<file path="src/rtl/perm_unrk_pkg.sv">
package perm_unrk_pkg;

   localparam int RANK_W   = 62;
   localparam int SIZE_W   = 5;
   localparam int ELEM_W   = 5;
   localparam int STATUS_W = 2;
   localparam int BITS_W   = 3;
   // rank widened to hold the weight shifted by up to four places
   localparam int TRIAL_W  = RANK_W + 4;

   localparam logic [STATUS_W-1:0] ST_OK    = 2'd0;
   localparam logic [STATUS_W-1:0] ST_EMPTY = 2'd1;
   localparam logic [STATUS_W-1:0] ST_RANGE = 2'd2;

   // controller to datapath
   typedef struct packed {
      logic load;
      logic start;
      logic step;
      logic emit_elem;
      logic emit_special;
   } cmd_type;

   // datapath to controller
   typedef struct packed {
      logic bad;
      logic empty;
      logic bits_zero;
      logic step_last;
      logic final_elem;
      logic out_free;
   } stat_type;

   // factorial weights, 0! to 20!
   function automatic logic [RANK_W-1:0] fact(input logic [SIZE_W-1:0] idx);
      logic [RANK_W-1:0] f;
      unique case (idx)
         5'd0:    f = 62'd1;
         5'd1:    f = 62'd1;
         5'd2:    f = 62'd2;
         5'd3:    f = 62'd6;
         5'd4:    f = 62'd24;
         5'd5:    f = 62'd120;
         5'd6:    f = 62'd720;
         5'd7:    f = 62'd5040;
         5'd8:    f = 62'd40320;
         5'd9:    f = 62'd362880;
         5'd10:   f = 62'd3628800;
         5'd11:   f = 62'd39916800;
         5'd12:   f = 62'd479001600;
         5'd13:   f = 62'd6227020800;
         5'd14:   f = 62'd87178291200;
         5'd15:   f = 62'd1307674368000;
         5'd16:   f = 62'd20922789888000;
         5'd17:   f = 62'd355687428096000;
         5'd18:   f = 62'd6402373705728000;
         5'd19:   f = 62'd121645100408832000;
         5'd20:   f = 62'd2432902008176640000;
         default: f = '1;
      endcase
      return f;
   endfunction

   // number of digit bits needed while r elements remain (digit below r)
   function automatic logic [BITS_W-1:0] digit_bits(input logic [SIZE_W-1:0] r);
      logic [BITS_W-1:0] b;
      if (r > 5'd16) begin
         b = 3'd5;
      end else if (r > 5'd8) begin
         b = 3'd4;
      end else if (r > 5'd4) begin
         b = 3'd3;
      end else if (r > 5'd2) begin
         b = 3'd2;
      end else if (r > 5'd1) begin
         b = 3'd1;
      end else begin
         b = 3'd0;
      end
      return b;
   endfunction

endpackage

</file>
<file path="src/rtl/perm_unrk_ctrl.sv">
module perm_unrk_ctrl (
   input  logic                    clock,
   input  logic                    reset,
   input  logic                    req_valid,
   output logic                    req_ready,
   input  perm_unrk_pkg::stat_type stat,
   output perm_unrk_pkg::cmd_type  cmd
);
   import perm_unrk_pkg::*;

   localparam logic [1:0] S_IDLE   = 2'd0;
   localparam logic [1:0] S_CHECK  = 2'd1;
   localparam logic [1:0] S_DIVIDE = 2'd2;
   localparam logic [1:0] S_EMIT   = 2'd3;

   logic [1:0] state_ff;
   logic [1:0] state_in;

   // next state and commands
   always_comb begin
      state_in  = state_ff;
      cmd       = '0;
      req_ready = 1'b0;
      unique case (state_ff)
         S_IDLE: begin
            req_ready = 1'b1;
            if (req_valid) begin
               cmd.load = 1'b1;
               state_in = S_CHECK;
            end
         end
         S_CHECK: begin
            if (stat.bad || stat.empty) begin
               if (stat.out_free) begin
                  cmd.emit_special = 1'b1;
                  state_in         = S_IDLE;
               end
            end else begin
               cmd.start = 1'b1;
               state_in  = S_DIVIDE;
            end
         end
         S_DIVIDE: begin
            if (stat.bits_zero) begin
               state_in = S_EMIT;
            end else begin
               cmd.step = 1'b1;
               if (stat.step_last) begin
                  state_in = S_EMIT;
               end
            end
         end
         S_EMIT: begin
            if (stat.out_free) begin
               cmd.emit_elem = 1'b1;
               state_in      = stat.final_elem ? S_IDLE : S_DIVIDE;
            end
         end
         default: state_in = S_IDLE;
      endcase
   end

   // state register
   always_ff @(posedge clock) begin
      if (reset) begin
         state_ff <= S_IDLE;
      end else begin
         state_ff <= state_in;
      end
   end

endmodule

</file>
<file path="config.mk">
export PLATFORM = sky130hd
export DESIGN_NAME = perm_unrk_ctrl
export DESIGN_NICKNAME = d
export VERILOG_FILES = /design/src/rtl/perm_unrk_pkg.sv /design/src/rtl/perm_unrk_ctrl.sv
export SDC_FILE = /design/constraint.sdc
export NUM_CORES = 1
export LEC_CHECK = 0
export BUFFER_PORTS_ARGS = -buffer_cell sky130_fd_sc_hd__buf_2
export CAP_MARGIN = 30
export CORE_AREA = 2 2 39 41
export DETAILED_ROUTE_END_ITERATION = 10
export DIE_AREA = 0 0 41 43
export PLACE_DENSITY_LB_ADDON = 0.3
export SETUP_SLACK_MARGIN = 0.02
export SYNTH_ARGS = -nofsm -noshare
export SYNTH_HDL_FRONTEND = slang
export SYNTH_SLANG_ARGS = --single-unit
</file>
<file path="constraint.sdc">
create_clock -name clock -period 2.45 [get_ports clock]
set_input_delay 0.245 -clock clock [delete_from_list [all_inputs] [get_ports clock]]
set_output_delay 0.245 -clock clock [all_outputs]
set_load 0.005 [all_outputs]
</file>
==> out/qor.txt <==
Final Util -> 19.3%
first-pass GRT wire length -> 793 um
Finished Layout Cells -> 50
clock latency on the worst-skew pair -> 230 ps
final setup vio count -> 0
number of flops mapped to enable cells by yosys -> 0
clk sinks -> 2
worst hold-check path type -> primary input to flip-flop
IO Pins -> 15
Clock Tree Root -> clkbuf_4
sequential fraction of the synthesis area -> 24.2%
most flop-heavy register -> state_ff
crit share post-route -> 54.7%
Core Area -> 0.00138 mm^2
headroom to the max-slew limit -> 78.5%
Largest regs -> state_ff (2)
TNS Setup -> 0 ps
min Tclk post-route -> 1340 ps
Clock Skew -> 1.81 ps
leakage -> 0.128 nW
IO buf count -> 14
WL final -> 474 um
Avg Inst Size Synth -> 9.18 um^2
post-synthesis simple-gate area fraction -> 46.2%
Setup Fix Bufs, Post-CTS -> 0
post-CTS sizing -> 0
die height -> 43 um
initial antenna violation count -> 0
Die X -> 41 um
xor/xnor share of the synthesized area -> 0%
Yosys top cell by area -> dfxtp_1
synth top area cells -> dfxtp_1, nor4b_4, nor2_1
Slew @ Worst Pin -> 323 ps
crit path DAT -> 1090 ps
vias -> 197
Compound-Gate Fraction of Synth Area -> 22.7%
WL per Instance -> 9.48 um
DRT antenna net count -> 0
die area -> 0.00176 mm^2
Max Root-Sink Buffers -> 2
CP Capture Type -> output pin
Worst setup SP type -> flip-flop
drt drc -> 0
Starting Density -> 11.9%
detailed router's first-iteration violation count -> 2
Yosys cell types -> 12
CTS tree -> yes
Post-synth top cells -> nor2_1, dfxtp_1, nor3b_1
number of global-route vias before repair -> 203
fin nets -> 45
largest family of logic cells by synthesized area -> simple AND/OR/NAND/NOR gates
adder-cell share of the synthesized area -> 0%
RSZ-0062 raised after global routing -> no
outcome -> complete, no violations
max-cap violations -> 0
aggregate global-route resource usage -> 7.30%
H-tree levels -> 1
post-synth top area share -> 24.2%
post-placement cell count -> 47
layout cell share with drive strength beyond 1 -> 58.8%
Post-Syn Nets -> 27
largest net degree at the start of global routing -> 10
hold buffer count at cts -> 0
ys async rst share -> 0%
Critical Path Fanout Max -> 8
antenna cells -> 0
mapped cell area -> 165 um^2
Post-Syn Instances -> 18
fmax -> 746 MHz
total grt overflow -> 0
Rows -> 14
CTS clk-pin slew, worst paths -> 30 ps
Final Hold Fails -> 0
post-synthesis register bit count -> 2
Via density -> 3.94
Slew Viols, Final -> 0
CP required -> 2200 ps
mux share of post-synthesis cell area -> 0%
top-count cell post-synth -> nor2_1
Warnings, synthesis -> 0
Cell Pwr Density -> 529 mW/mm^2
total power -> 141 uW
synth-to-layout area growth -> 61.4%
crit path kind -> flip-flop to output pin
Pre-antenna DRT Iters -> 3
max reg flops -> 2
ys flop type -> dfxtp_1
total CTS buffers -> 3
Routability Congestion -> 0.644
VDD IR max -> 0.0941 mV
[cell usage in the layout, fill, tap and decap left out]
master,Yosys,layout
and2_1,1,1
a21oi_1,1,1
clkbuf_4,0,3
nor3b_1,2,2
and3_2,1,1
o41ai_2,1,1
buf_2,0,14
dfxtp_1,2,2
nor2_1,5,5
o211ai_1,1,1
o311ai_1,1,1
nand3_1,1,1
nor4b_4,1,1
[path summary, 6_finish.rpt]
kind,slack [ps],cells past startpoint,end,startpoint
worst max-delay path,1110,2,cmd[3],state_ff[0]$_SDFFE_PP0P_
worst min register to register,620,2,state_ff[0]$_SDFFE_PP0P_,state_ff[0]$_SDFFE_PP0P_
worst max register to register,1430,2,state_ff[0]$_SDFFE_PP0P_,state_ff[1]$_SDFFE_PP0P_
worst min-delay path,230,2,state_ff[1]$_SDFFE_PP0P_,reset
[worst max-delay path: stages (launching register included)]
cell and delay [ps]:
dfxtp_1 460, nor4b_4 260, buf_2 150
[per-stage QoR]
step	area, um^2	setup slack, ps	hold WS (ps)
finish	267	1110	225
detailed placement	244	1320	460
floorplan	165	1500	317
global placement	244	1310	464
CTS	267	1070	215
global route	267	1020	233
[power by group]
group	leakage [nW]	internal [mW]	total [mW]	switching (mW)
combinational	0.0978	0.0150	0.0262	0.0112
sequential	0.0164	0.0352	0.0404	0.00522
clock	0.0138	0.0542	0.0744	0.0202
total	0.128	0.104	0.141	0.0366
[area by class of cell]
class                      instances  area [um^2]
clock buffer                       3         22.5
fill                             167         1120
multi-input combinational         15          114
sequential                         2         40.0
tap                               16         20.0
timing repair buffer              14         70.1
[logic make-up after synthesis]
| family | after synthesis |
|---|---|
| and+or+nand+nor | 11 |
| AOI/OAI and AO/OA | 4 |
| DFF | 2 |
| buffers and inverters | 1 |
[routing by layer]
layer,vias to the layer above,track usage [%],part of all wire [%]
met5,-,0,0
met4,0,8.00,0
met3,0,3.14,13
met2,13,8.13,39
met1,82,9.21,47
li1,102,-,-
No activity file was read; power rests on OpenSTA's default activity.
